`config.mk`:
```
export PLATFORM = sky130hd
export DESIGN_NAME = framed_command_line_parser
export DESIGN_NICKNAME = d
export VERILOG_FILES = /design/src/hdl/fclp_pkg.sv /design/src/hdl/framed_command_line_parser.sv
export SDC_FILE = /design/constraint.sdc
export NUM_CORES = 1
export LEC_CHECK = 0
export BUFFER_PORTS_ARGS = -buffer_cell sky130_fd_sc_hd__buf_2
export CELL_PAD_IN_SITES_DETAIL_PLACEMENT = 0
export CELL_PAD_IN_SITES_GLOBAL_PLACEMENT = 1
export CORE_MARGIN = 3
export CORE_UTILIZATION = 40
export DETAILED_ROUTE_END_ITERATION = 10
export GPL_TIMING_DRIVEN = 0
export PLACE_DENSITY = 0.79
export SLEW_MARGIN = 20
export SYNTH_ARGS = -nofsm -noshare
export SYNTH_HDL_FRONTEND = slang
export SYNTH_SLANG_ARGS = --single-unit
```
`constraint.sdc`:
```
create_clock -name clk -period 2.9 [get_ports clk]
set_input_delay 0.145 -clock clk [delete_from_list [all_inputs] [get_ports clk]]
set_output_delay 0.145 -clock clk [all_outputs]
set_load 0.01 [all_outputs]
```
`src/hdl/fclp_pkg.sv`:
```
// Types and constants for the framed command line parser.
package fclp_pkg;

  typedef enum logic [4:0] {
    PH_START = 5'b00001,
    PH_BODY  = 5'b00010,
    PH_HEX   = 5'b00100,
    PH_TAIL  = 5'b01000,
    PH_BAD   = 5'b10000
  } phase_t;

  typedef logic [2:0] err_t;

  localparam err_t ERR_OK       = 3'd0;
  localparam err_t ERR_START    = 3'd1;
  localparam err_t ERR_NO_TERM  = 3'd2;
  localparam err_t ERR_CHECKSUM = 3'd3;
  localparam err_t ERR_DEVICE   = 3'd4;
  localparam err_t ERR_ARGS     = 3'd5;

  localparam logic [2:0] CFG_START = 3'd0;
  localparam logic [2:0] CFG_END   = 3'd1;
  localparam logic [2:0] CFG_MOTOR = 3'd2;
  localparam logic [2:0] CFG_PWM   = 3'd3;
  localparam logic [2:0] CFG_RELAY = 3'd4;

  localparam logic [7:0] CH_COMMA = 8'h2C;
  localparam logic [7:0] CH_ZERO  = 8'h30;
  localparam logic [7:0] CH_NINE  = 8'h39;
  localparam logic [7:0] CH_LA    = 8'h61;
  localparam logic [7:0] CH_LF    = 8'h66;
  localparam logic [7:0] CH_UA    = 8'h41;
  localparam logic [7:0] CH_UF    = 8'h46;
  localparam logic [7:0] MISSING  = 8'hFF;

endpackage

```
`src/hdl/framed_command_line_parser.sv`:
```
// Framed command line parser: field scan, XOR checksum check and verdict.
// The result is registered in the output register at the transfer of the byte
// that ends the line; other bytes give no result.
// Throughput: one byte per cycle, set by the line state update;
// a waiting result that is not taken holds off the next byte.
// Reset restores the character registers to $ * M P R and clears the line state.
module framed_command_line_parser
  import fclp_pkg::*;
(
  input  logic       clk,
  input  logic       rst,
  input  logic       cfg_valid,
  output logic       cfg_ready,
  input  logic [2:0] cfg_index,
  input  logic [7:0] cfg_data,
  input  logic       in_valid,
  output logic       in_ready,
  input  logic [7:0] line_byte,
  input  logic       line_end,
  output logic       out_valid,
  input  logic       out_ready,
  output logic       accepted,
  output logic [2:0] error_code,
  output logic [7:0] device_char,
  output logic [7:0] device_number,
  output logic [7:0] command_char,
  output logic [7:0] value_first,
  output logic [7:0] value_second
);

  logic [7:0] start_char, end_char, motor_char, pwm_char, relay_char;

  phase_t      phase, phase_next;
  logic [7:0]  xor_sum, xor_sum_next;
  logic [2:0]  field_index, field_index_next;
  logic [7:0]  number_acc, number_acc_next;
  logic [2:0]  fields_filled, fields_filled_next;
  logic        scan_stopped, scan_stopped_next;
  logic [7:0]  held_device, held_device_next;
  logic [7:0]  held_number, held_number_next;
  logic [7:0]  held_command, held_command_next;
  logic [7:0]  held_value0, held_value0_next;
  logic [7:0]  held_value1, held_value1_next;
  logic [15:0] sent_checksum, sent_checksum_next;
  logic        hex_seen, hex_seen_next;
  logic        need_comma, need_comma_next;
  logic        digits_seen, digits_seen_next;

  logic       commit, comma_after, is_digit, hex_ok, four_field, in_xfer;
  logic [3:0] hex_nib;
  logic [2:0] filled_inc, field_limit;
  err_t       verdict;

  assign cfg_ready = 1'b1;
  assign in_ready  = !out_valid || out_ready;
  assign in_xfer   = in_valid && in_ready;

  assign is_digit   = (line_byte >= CH_ZERO) && (line_byte <= CH_NINE);
  assign four_field = (held_device == pwm_char) || (held_device == relay_char);

  always_comb begin
    hex_ok  = 1'b1;
    hex_nib = 4'd0;
    if (is_digit) begin
      hex_nib = line_byte[3:0];
    end else if ((line_byte >= CH_LA && line_byte <= CH_LF) ||
                 (line_byte >= CH_UA && line_byte <= CH_UF)) begin
      hex_nib = line_byte[3:0] + 4'd9;
    end else begin
      hex_ok = 1'b0;
    end
  end

  always_comb begin
    phase_next         = phase;
    xor_sum_next       = xor_sum;
    field_index_next   = field_index;
    number_acc_next    = number_acc;
    fields_filled_next = fields_filled;
    scan_stopped_next  = scan_stopped;
    held_device_next   = held_device;
    held_number_next   = held_number;
    held_command_next  = held_command;
    held_value0_next   = held_value0;
    held_value1_next   = held_value1;
    sent_checksum_next = sent_checksum;
    hex_seen_next      = hex_seen;
    need_comma_next    = need_comma;
    digits_seen_next   = digits_seen;
    commit             = 1'b0;
    comma_after        = 1'b0;
    filled_inc         = fields_filled + 3'd1;
    field_limit        = four_field ? 3'd4 : 3'd5;

    unique case (phase)
      PH_START: begin
        phase_next = (line_byte == start_char) ? PH_BODY : PH_BAD;
      end
      PH_BODY: begin
        if (line_byte == end_char) begin
          phase_next = PH_HEX;
          commit = !scan_stopped && field_index != 3'd0 && !need_comma &&
                   field_index != 3'd2 && digits_seen;
        end else begin
          xor_sum_next = xor_sum ^ line_byte;
          if (!scan_stopped) begin
            if (field_index == 3'd0) begin
              held_device_next   = line_byte;
              fields_filled_next = 3'd1;
              field_index_next   = 3'd1;
              need_comma_next    = 1'b1;
            end else if (need_comma) begin
              if (line_byte == CH_COMMA) need_comma_next = 1'b0;
              else scan_stopped_next = 1'b1;
            end else if (field_index == 3'd2) begin
              held_command_next  = line_byte;
              fields_filled_next = filled_inc;
              field_index_next   = 3'd3;
              need_comma_next    = 1'b1;
            end else if (is_digit) begin
              number_acc_next  = {number_acc[4:0], 3'b000} + {number_acc[6:0], 1'b0}
                               + {4'd0, line_byte[3:0]};
              digits_seen_next = 1'b1;
            end else if (!digits_seen) begin
              scan_stopped_next = 1'b1;
            end else begin
              commit      = 1'b1;
              comma_after = 1'b1;
            end
          end
        end
      end
      PH_HEX: begin
        if (hex_ok) begin
          sent_checksum_next = {sent_checksum[11:0], hex_nib};
          hex_seen_next      = 1'b1;
        end else begin
          phase_next = PH_TAIL;
        end
      end
      PH_TAIL, PH_BAD: begin
      end
      default: begin
      end
    endcase

    if (commit) begin
      priority if (field_index == 3'd1) held_number_next = number_acc;
      else if (field_index == 3'd3) held_value0_next = number_acc;
      else held_value1_next = number_acc;
      fields_filled_next = filled_inc;
      number_acc_next    = 8'd0;
      digits_seen_next   = 1'b0;
      field_index_next   = field_index + 3'd1;
      if (filled_inc >= field_limit) begin
        scan_stopped_next = 1'b1;
      end else begin
        need_comma_next = 1'b1;
        if (comma_after) begin
          if (line_byte == CH_COMMA) need_comma_next = 1'b0;
          else scan_stopped_next = 1'b1;
        end
      end
    end
  end

  always_comb begin
    priority if (phase_next == PH_START || phase_next == PH_BAD) verdict = ERR_START;
    else if (phase_next == PH_BODY) verdict = ERR_NO_TERM;
    else if (!hex_seen_next || sent_checksum_next != {8'd0, xor_sum_next})
      verdict = ERR_CHECKSUM;
    else if (fields_filled_next == 3'd0) verdict = ERR_DEVICE;
    else if (held_device_next == motor_char)
      verdict = (fields_filled_next == 3'd3 || fields_filled_next == 3'd5) ? ERR_OK : ERR_ARGS;
    else if (held_device_next == pwm_char || held_device_next == relay_char)
      verdict = (fields_filled_next == 3'd3 || fields_filled_next == 3'd4) ? ERR_OK : ERR_ARGS;
    else verdict = ERR_DEVICE;
  end

  always_ff @(posedge clk) begin
    if (rst) begin
      start_char <= 8'd36;
      end_char   <= 8'd42;
      motor_char <= 8'd77;
      pwm_char   <= 8'd80;
      relay_char <= 8'd82;
    end else if (cfg_valid && cfg_ready) begin
      unique case (cfg_index)
        CFG_START: start_char <= cfg_data;
        CFG_END:   end_char   <= cfg_data;
        CFG_MOTOR: motor_char <= cfg_data;
        CFG_PWM:   pwm_char   <= cfg_data;
        CFG_RELAY: relay_char <= cfg_data;
        default: begin
        end
      endcase
    end
  end

  always_ff @(posedge clk) begin
    if (rst || (in_xfer && line_end)) begin
      phase         <= PH_START;
      xor_sum       <= 8'd0;
      field_index   <= 3'd0;
      number_acc    <= 8'd0;
      fields_filled <= 3'd0;
      scan_stopped  <= 1'b0;
      held_device   <= 8'd0;
      held_number   <= MISSING;
      held_command  <= 8'd0;
      held_value0   <= MISSING;
      held_value1   <= MISSING;
      sent_checksum <= 16'd0;
      hex_seen      <= 1'b0;
      need_comma    <= 1'b0;
      digits_seen   <= 1'b0;
    end else if (in_xfer) begin
      phase         <= phase_next;
      xor_sum       <= xor_sum_next;
      field_index   <= field_index_next;
      number_acc    <= number_acc_next;
      fields_filled <= fields_filled_next;
      scan_stopped  <= scan_stopped_next;
      held_device   <= held_device_next;
      held_number   <= held_number_next;
      held_command  <= held_command_next;
      held_value0   <= held_value0_next;
      held_value1   <= held_value1_next;
      sent_checksum <= sent_checksum_next;
      hex_seen      <= hex_seen_next;
      need_comma    <= need_comma_next;
      digits_seen   <= digits_seen_next;
    end
  end

  always_ff @(posedge clk) begin
    if (rst) begin
      out_valid <= 1'b0;
    end else if (in_xfer && line_end) begin
      out_valid <= 1'b1;
    end else if (out_ready) begin
      out_valid <= 1'b0;
    end
  end

  always_ff @(posedge clk) begin
    if (in_xfer && line_end) begin
      accepted      <= (verdict == ERR_OK);
      error_code    <= verdict;
      device_char   <= held_device_next;
      device_number <= held_number_next;
      command_char  <= held_command_next;
      value_first   <= held_value0_next;
      value_second  <= held_value1_next;
    end
  end

endmodule

```
==> results of run 1 <==
==> timing repair <==
action / CTS / global route
endpoints found under the setup margin: 61 / 109
hold endpoints to repair: 19 / 0
cloned: 1 / 0
pin swaps: 11 / 9
hold buffers: 9 / 0
buffers inserted: 13 / 4
gates resized for setup: 29 / 29
==> final cells by class <==
type	instances	area, um2
Timing Repair Buffer	95	608
Buffer	51	288
Tap cell	275	344
Sequential cell	172	3890
Clock buffer	17	425
Multi-Input combinational cell	700	4650
Inverter	37	143
Clock inverter	15	201
Fill cell	2014	10700
==> layer usage <==
layer | global-route usage | share of wire | routed length (um) | vias up
li1 | - | - | - | 3561
met1 | 0.264 | 0.46 | 10700 | 3370
met2 | 0.333 | 0.48 | 11100 | 209
met3 | 0.0360 | 0.050 | 1180 | 28
met4 | 0.0542 | 0.015 | 352 | 0
met5 | 0 | 0 | 0 | -
==> synth_stat cells (5+ instances only) <==
master    number  area, um2
xnor2_1       38        333
nor4_1         8       50.1
nor3_1        21        105
ha_1          20        250
nor2_1        84        315
clkbuf_1      39        146
o22ai_1        6       37.5
nand2_1      180        676
dfxtp_1      128       2560
xor2_1        37        324
nand3_1       32        160
nand4_1        6       37.5
o21ai_0       10       50.1
mux2_2        35        394
and3_1         5       31.3
a21o_1         6       45.0
or3_1          6       37.5
a211oi_1      19        143
mux2i_1       24        240
nand3b_1      14        105
inv_1         37        139
edfxtp_1      44       1320
and2_1         6       37.5
a21oi_1       65        325
nand2b_1       5       31.3
nor2b_1        5       31.3
==> stage by stage <==
stage	instances	worst slack [ps]	instance area, um2
2_1_floorplan	964	-93.4	8790
3_5_place_dp	1307	-948	9490
5_1_grt	1362	-447	10600
3_3_place_gp	1306	-1000	9470
6_report	1362	-405	10600
4_1_cts	1362	-376	10400
==> critical path, delay by kind of cell, from the launching register on <==
kind / cells / cell delay, ps
AO/OA/AOI/OAI: 4 / 1280
AND/OR/NAND/NOR: 3 / 1070
flip-flops: 1 / 350
buffers and inverters: 2 / 350
multiplexers: 1 / 90
==> final timing paths <==
check / start / to / slack (ps)
hold reg to reg: sent_checksum[13] / sent_checksum[13] / 460
setup / recovery: phase[0] / error_code[0] / -400
hold / removal: out_ready / out_valid / 30
setup reg to reg: phase[0] / error_code[0] / -400
==> cell families after synthesis <==
logic type,Yosys count,share of synthesized area
DFF,172,0.445
AOI/OAI and AO/OA,148,0.113
buffers and inverters,92,0.0485
xor gates and xnor gates,75,0.0753
other,1,0.000430
muxes,59,0.0727
adders and majority gates,22,0.0333
and+or+nand+nor,395,0.212
==> power groups by stage <==
stage | Sequential (uW) | Clock [uW] | Combinational [uW]
floorplan | 2650 | 0 | 339
global placement | 2640 | 0 | 514
detailed placement | 2640 | 0 | 524
CTS | 2590 | 2440 | 552
global route | 2600 | 2520 | 617
finish | 2590 | 2390 | 560
==> out/qor.csv, run 1 <==
stage;metric;value;unit
synthesis;mappedNetlistArea;8720;um2
setup_path;worstPathCellList;or3_4 -> or4_4 -> a21oi_4 -> buf_12 -> mux2i_4 -> a222oi_1 -> nand4_1 -> buf_6 -> a221o_1 -> o21ai_2;
synthesis;synth_edf_count;44;
clock_tree;clk_latency;450;ps
global_routing;grt_pass1_wl;37300;um
timing;finClkSkew;12.6;ps
detailed_routing;firstDrtPassIters;5;
layout;diodes;0;
setup_path;timing.critical_path.required;3190;ps
pwr;peakVddDrop;0.420;mV
run_status;outcome;finished, violations left;
clock_tree;tritoncts;done;
pwr;p_per_area;525;nW/um2
timing;slew_headroom;0.426;
pwr;power.share.clock;0.432;
hold_path;hp-class;input port to flip-flop;
synthesis;ys_seq_area_frac;0.445;
timing;fmax;303;MHz
detailed_routing;drtIter0Drc;505;
layout;nets;1121;
setup_path;critPathLaunchType;flip-flop;
pwr;switching_share;0.287;
setup_path;path_class;flip-flop to flip-flop;
pwr;p_switching;1590;uW
die;die_w;154;um
die;initial_core_util;0.411;
run_status;failed_checks;setup timing;
synthesis;synth_seq_cells;172;
clock_tree;numCtsBuffers;17;
synthesis;syn-num-nets;1011;
layout;final_cell_mix;179 x nand2_1, 123 x dfxtp_1, 81 x nor2_1;
timing;slew_viol_final;0;
setup_path;end_kind;flip-flop;
synthesis;synth-async-reset-ratio;0;
detailed_routing;drc_errors;0;
detailed_routing;vias_per_cell;5.26;
detailed_routing;routed-via-count;7168;
setup_path;slowest_stage;or4_4;
layout;layout_commonest_cell;nand2_1;
run;cap_violations;0;
clock_tree;clock-sinks;172;
layout;final_util;0.497;
clock_tree;htreeDepth;4;
layout;top_register;sent_checksum;
global_routing;grt_max_degree;37;
die;num_rows;53;
pwr;p_comb_frac;0.101;
timing;rsz0062_at_grt;true;
die;die_y;154;um
setup_path;cp_slowest_stage_delay;530;ps
die;ios;72;
timing;worstMarginPinSlew;855;ps
pwr;seqPwrFrac;0.467;
global_routing;grt_pass1_vias;6746;
global_routing;antenna_found_initial;0;
layout;area_growth_syn_to_layout;20.9;%
pwr;leakage;0.00405;uW
layout;largest_reg_flops;16;
timing;worst_hold_slack;34.2;ps
timing;final-hold-violation-count;0;
detailed_routing;wire_per_inst;17.2;um
pwr;p_total;5540;uW
timing;setup_viol;3;
placement;port_buffers;67;
synthesis;syn_avg_cell_area;9.05;um2
placement;gp_congestion;0.909;
setup_path;reg2reg_depth;10;
global_routing;track_usage;0.198;
layout;drive_above_1_share;0.208;
global_routing;overflow;0;
synthesis;synth.distinct_cells;75;
timing;layout_setup_ws;-405;ps
detailed_routing;wirelength;23400;um
setup_path;worst-path-max-fanout;5;
clock_tree;clockRootBuffer;clkbuf_16;
synthesis;synth_warnings;0;
detailed_routing;postRouteAntennaNets;0;
synthesis;synthFlopType;dfxtp_1;
clock_tree;clk_pin_slew_worst_paths;70;ps
setup_path;cp_data_arrival_time;3590;ps
die;dieArea;23600;um2
hold_path;hold_depth;3;
placement;hpwl;16700;um
pwr;p_int;3950;uW
die;core-area;21200;um2
timing;fin_setup_tns;-1140;ps
synthesis;synthCells;964;
clock_tree;clk_path_buf_depth;2;
timing;period_minus_slack;3300;ps
timing;post-route-period-util;1.14;
(Power assumes the default switching activity.)
==> inputs of run 2 (changes only) <==
- CTS_BUF_LIST: not set -> sky130_fd_sc_hd__clkbuf_8
- HOLD_SLACK_MARGIN: not set -> 0.02
==> run 2 against run 1 <==
  * The flow still finishes with violations (setup timing)
  * Combinational power grew 2%
  * Global-route usage shrank 0.10 points
  * Sequential power is essentially flat
  * Sequential cell count is the same
  * Design area shrank 0.89%
  * Clock skew grew 1.6 ps
  * Clock power shrank 25%
==> out/qor.csv, run 2 (synthesis gave the netlist of run 1 again) <==
stage;metric;value;unit
run_status;outcome;finished, violations left;
run_status;failed_checks;setup timing;
timing;post-route-period-util;1.14;
layout;instances_no_fill;1369;
layout;area_growth_syn_to_layout;19.9;%
timing;rsz0062_at_grt;true;
layout;diodes;0;
timing;worst_hold_slack;70.1;ps
layout;drive_above_1_share;0.211;
placement;port_buffers;67;
pwr;p_per_area;474;nW/um2
setup_path;cp_data_arrival_time;3620;ps
clock_tree;htreeDepth;4;
pwr;p_total;4960;uW
layout;nets;1128;
die;initial_core_util;0.411;
die;num_rows;53;
die;die_w;154;um
global_routing;track_usage;0.197;
detailed_routing;wire_per_inst;17.1;um
die;dieArea;23600;um2
global_routing;grt_pass1_wl;37200;um
placement;hpwl;16700;um
timing;setup_viol;3;
clock_tree;clk_path_buf_depth;2;
global_routing;grt_max_degree;37;
detailed_routing;wirelength;23500;um
timing;period_minus_slack;3300;ps
global_routing;grt_pass1_vias;6806;
global_routing;overflow;0;
setup_path;worst-path-max-fanout;4;
clock_tree;clk_pin_slew_worst_paths;110;ps
setup_path;timing.critical_path.required;3220;ps
setup_path;slowest_stage;or4_4;
clock_tree;clk_latency;480;ps
timing;worstMarginPinSlew;868;ps
timing;final-hold-violation-count;0;
setup_path;r2r-end;error_code[0];
die;core-area;21200;um2
hold_path;min_to;command_char[4];
setup_path;crit_top_cell;o21ai_2;
setup_path;cp_slowest_stage_delay;530;ps
setup_path;end_kind;flip-flop;
run;cap_violations;0;
clock_tree;tritoncts;done;
setup_path;path_class;flip-flop to flip-flop;
detailed_routing;postRouteAntennaNets;0;
setup_path;startpoint;phase[2];
die;die_y;154;um
timing;slew_viol_final;0;
layout;layout_commonest_cell;nand2_1;
placement;pre_cts_ws;-948;ps
layout;multi_input_area;4680;um2
detailed_routing;drtIter0Drc;520;
clock_tree;numCtsBuffers;17;
setup_path;regToRegStartpoint;phase[2];
setup_path;worstPathCellList;or3b_4 -> or4_4 -> a21oi_4 -> mux2_4 -> a222oi_1 -> and4_4 -> o21ai_2 -> a221o_1 -> o21ai_2;
hold_path;hp-start;line_byte[4];
clock_tree;clock-sinks;172;
timing;fmax;303;MHz
layout;final_util;0.493;
layout;seq_area;3900;um2
clock_tree;clockRootBuffer;clkbuf_8;
layout;final_cell_mix;180 x nand2_1, 123 x dfxtp_1, 81 x nor2_1;
timing;layout_setup_ws;-404;ps
detailed_routing;vias_per_cell;5.25;
detailed_routing;drc_errors;0;
hold_path;hold_depth;2;
layout;top_register;sent_checksum;
global_routing;antenna_found_initial;0;
layout;fill_cells;2006;
setup_path;reg2reg_depth;9;
die;ios;72;
pwr;leakage;0.00403;uW
pwr;peakVddDrop;0.261;mV
detailed_routing;routed-via-count;7193;
layout;largest_reg_flops;16;
placement;gp_congestion;0.909;
setup_path;regToRegSetupSlack;-400;ps
timing;slew_headroom;0.417;
hold_path;hp-class;input port to flip-flop;
timing;finClkSkew;14.1;ps
setup_path;critPathLaunchType;flip-flop;
detailed_routing;firstDrtPassIters;5;
placement;dp.cells;1307;
==> run 2: through the flow <==
stage	area, um2	setup TNS [ps]
floorplan	8790	-198
global placement	9470	-87170
detailed placement	9490	-33260
CTS	10300	-1060
global route	10500	-1360
finish	10500	-1140
==> run 2: worst max-delay path by stage <==
stage | to | slack [ps] | depth (start not counted)
after floorplan | error_code[2] | -90 | 9
after global placement | held_command[5] | -1000 | 9
after detailed placement | number_acc[2] | -950 | 14
after CTS | error_code[0] | -390 | 11
after global routing | error_code[0] | -490 | 9
final | error_code[0] | -400 | 9
==> run 2: layout make-up <==
class | count | share of cell area
Clock inverter | 15 | 0.0193
Multi-Input combinational cell | 700 | 0.448
Clock buffer | 17 | 0.0224
Timing Repair Buffer | 101 | 0.0634
Inverter | 37 | 0.0133
Buffer | 52 | 0.0282
Sequential cell | 172 | 0.373
Tap cell | 275 | 0.0329
==> run 2: critical path: cells and delay by family, from the launching register on <==
kind	cells	cell delay, ps
compound gates	5	1230
flops	1	370
mux	1	340
simple gates	3	1210
==> run 2: power breakdown <==
part,leakage [uW],internal (uW),switching (uW),total [uW]
registers,0.00143,2540,48.6,2590
logic,0.00239,224,349,573
clock network,0.000216,687,1110,1800
==> run 2: per-layer routing <==
layer,track usage,vias up,routed length [um]
met2,0.332,167,11200
met1,0.260,3410,10700
met5,0,-,0
li1,-,3583,-
met3,0.0321,33,1070
met4,0.0643,0,542
==> run 2: timing repair <==
action	4_1_cts	5_1_grt
endpoints found under the setup margin	61	108
resized for setup	32	33
hold buffers	11	0
pin swaps	8	13
setup buffers	11	11
cloned	1	0
endpoints found under the hold margin	42	0
==> inputs of run 3 (changes only) <==
- PLACE_DENSITY: 0.79 -> 0.77
- SETUP_SLACK_MARGIN: not set -> 0.02
- SLEW_MARGIN: 20 -> not set
- clock period: 2.9 -> 3.7 ns (I/O delays scaled with it)
==> run 3 against run 2 <==
  * The run now ends clean
  * First-iteration DRC count increased by 22%
  * Sequential cell count unchanged
  * Highest routed layer unchanged
  * Design area decreased by 5.3%
  * Critical path depth increased by 1
  * Via count decreased by 2.1%
  * Sequential share of layout area increased by 2.0 points
==> out/qor.csv, run 3 (synthesis gave the netlist of run 1 again) <==
stage;metric;value;unit
global_routing;track_usage;0.195;
setup_path;critPathLaunchType;flip-flop;
setup_path;r2r-end;error_code[2];
placement;port_buffers;67;
layout;drive_above_1_share;0.155;
clock_tree;numCtsBuffers;17;
placement;gp_congestion;0.893;
pwr;p_switching;1080;uW
timing;fmax;286;MHz
hold_path;hp-class;input port to flip-flop;
setup_path;slowest_stage;or4_4;
setup_path;critPathTopFamily;simple AND/OR/NAND/NOR gates;
setup_path;path_buf_inv;1;
timing;finClkSkew;15.7;ps
clock_tree;htreeDepth;4;
die;initial_core_util;0.411;
timing;slew_viol_final;0;
die;num_rows;53;
setup_path;path_class;flip-flop to flip-flop;
layout;layout_commonest_cell;nand2_1;
detailed_routing;wire_per_inst;17.2;um
pwr;p_comb_frac;0.112;
setup_path;cp_slowest_stage_delay;470;ps
timing;final-hold-violation-count;0;
pwr;switching_share;0.291;
detailed_routing;drc_errors;0;
die;die_w;154;um
layout;diodes;0;
detailed_routing;postRouteAntennaNets;0;
layout;top_register;sent_checksum;
die;die_y;154;um
global_routing;grt_pass1_wl;36700;um
setup_path;timing.critical_path.required;3910;ps
detailed_routing;wirelength;23200;um
setup_path;crit_cells;10;
setup_path;regToRegStartpoint;phase[1];
layout;area_growth_syn_to_layout;13.5;%
timing;slew_headroom;0.376;
hold_path;min_to;out_valid;
setup_path;worstPathCellList;or3b_1 -> or4_4 -> a21oi_4 -> buf_6 -> mux2i_2 -> xnor2_1 -> nor4_4 -> nor2_1 -> a2111oi_2 -> nor3_1;
timing;layout_setup_ws;199;ps
timing;rsz0062_at_grt;false;
layout;final_util;0.466;
clock_tree;tritoncts;done;
timing;setup_viol;0;
pwr;peakVddDrop;0.223;mV
pwr;power.share.clock;0.345;
run;cap_violations;0;
pwr;leakage;0.00383;uW
placement;hpwl;16800;um
run_status;outcome;complete, no violations;
clock_tree;clk_latency;470;ps
clock_tree;cts_setup_buffers;0;
clock_tree;clockRootBuffer;clkbuf_8;
global_routing;antenna_found_initial;0;
layout;nets;1107;
setup_path;worst-path-max-fanout;10;
placement;pre_cts_ws;-152;ps
detailed_routing;vias_per_cell;5.23;
layout;largest_reg_flops;16;
layout;final_cell_mix;180 x nand2_1, 128 x dfxtp_1, 84 x nor2_1;
pwr;p_per_area;377;nW/um2
detailed_routing;routed-via-count;7044;
clock_tree;clock-sinks;172;
clock_tree;clk_path_buf_depth;2;
die;core-area;21200;um2
pwr;seqPwrFrac;0.544;
global_routing;grt_pass1_vias;6587;
clock_tree;clk_pin_slew_worst_paths;100;ps
setup_path;cp_data_arrival_time;3710;ps
global_routing;overflow;0;
die;ios;72;
die;dieArea;23600;um2
setup_path;end_kind;flip-flop;
detailed_routing;drtIter0Drc;634;
setup_path;reg2reg_depth;10;
hold_path;hp-start;out_ready;
detailed_routing;firstDrtPassIters;5;
timing;period_minus_slack;3500;ps
timing;worstMarginPinSlew;929;ps
timing;post-route-period-util;0.946;
global_routing;grt_max_degree;44;
pwr;p_int;2650;uW
hold_path;hold_depth;3;
setup_path;regToRegSetupSlack;200;ps
run 3: cell types whose count changed in the layout (fill, tap and decap cells not counted), moves of 4 or more:
cell	previous run	this run
buf_4	21	3
mux2i_4	6	0
dfxtp_1	123	128
clkbuf_2	5	0
clkbuf_1	29	39
clkinv_8	6	2
mux2i_1	16	22
run 3: power by group through the flow:
stage / combinational, uW / sequential, uW / clock, uW
after floorplan: 261 / 2070 / 0
after global placement: 399 / 2070 / 0
after detailed placement: 407 / 2070 / 0
after CTS: 416 / 2030 / 1320
after global routing: 465 / 2040 / 1390
final: 416 / 2030 / 1290
run 3: layout make-up:
class	count	area, um2
Multi-Input combinational cell	700	4430
Clock inverter	15	143
Buffer	55	284
Inverter	37	139
Timing Repair Buffer	77	445
Sequential cell	172	3880
Tap cell	275	344
Clock buffer	17	234
Fill cell	2137	11300
run 3: worst reg2reg max path, cell delays in order, from the launching register on:
cell and delay (ps):
dfxtp_1 450, or3b_1 420, or4_4 480, a21oi_4 210, buf_6 200, mux2i_2 360
xnor2_1 150, nor4_4 320, nor2_1 100, a2111oi_2 460, nor3_1 90
run 3: what timing repair did:
item	CTS	global route
resized for setup	0	2
setup endpoints to repair	0	3
hold buffers	9	0
endpoints found under the hold margin	27	0
run 3: worst max path at each step:
stage | endpoint | startpoint
after global placement | held_command[5] | out_valid
final | error_code[2] | phase[1]
after floorplan | error_code[2] | phase[4]
after global routing | number_acc[2] | line_byte[0]
after CTS | error_code[2] | phase[1]
after detailed placement | number_acc[2] | line_byte[0]
run 3: per-stage QoR:
stage | cell area, um2 | std cells | hold slack [ps] | TNS [ps] | power (uW)
after floorplan | 8720 | 964 | 303 | 0 | 2330
after global placement | 9400 | 1306 | 441 | -19930 | 2470
after detailed placement | 9420 | 1307 | 452 | -412 | 2480
after CTS | 9890 | 1348 | 21.5 | 0 | 3760
after global routing | 9900 | 1348 | 48.9 | 0 | 3890
final | 9900 | 1348 | 40.8 | 0 | 3730
run 3: metal layers:
layer,global-route usage,part of all wire
met5,0,0
met1,0.262,0.45
met4,0.0500,0.015
met3,0.0343,0.052
met2,0.326,0.49
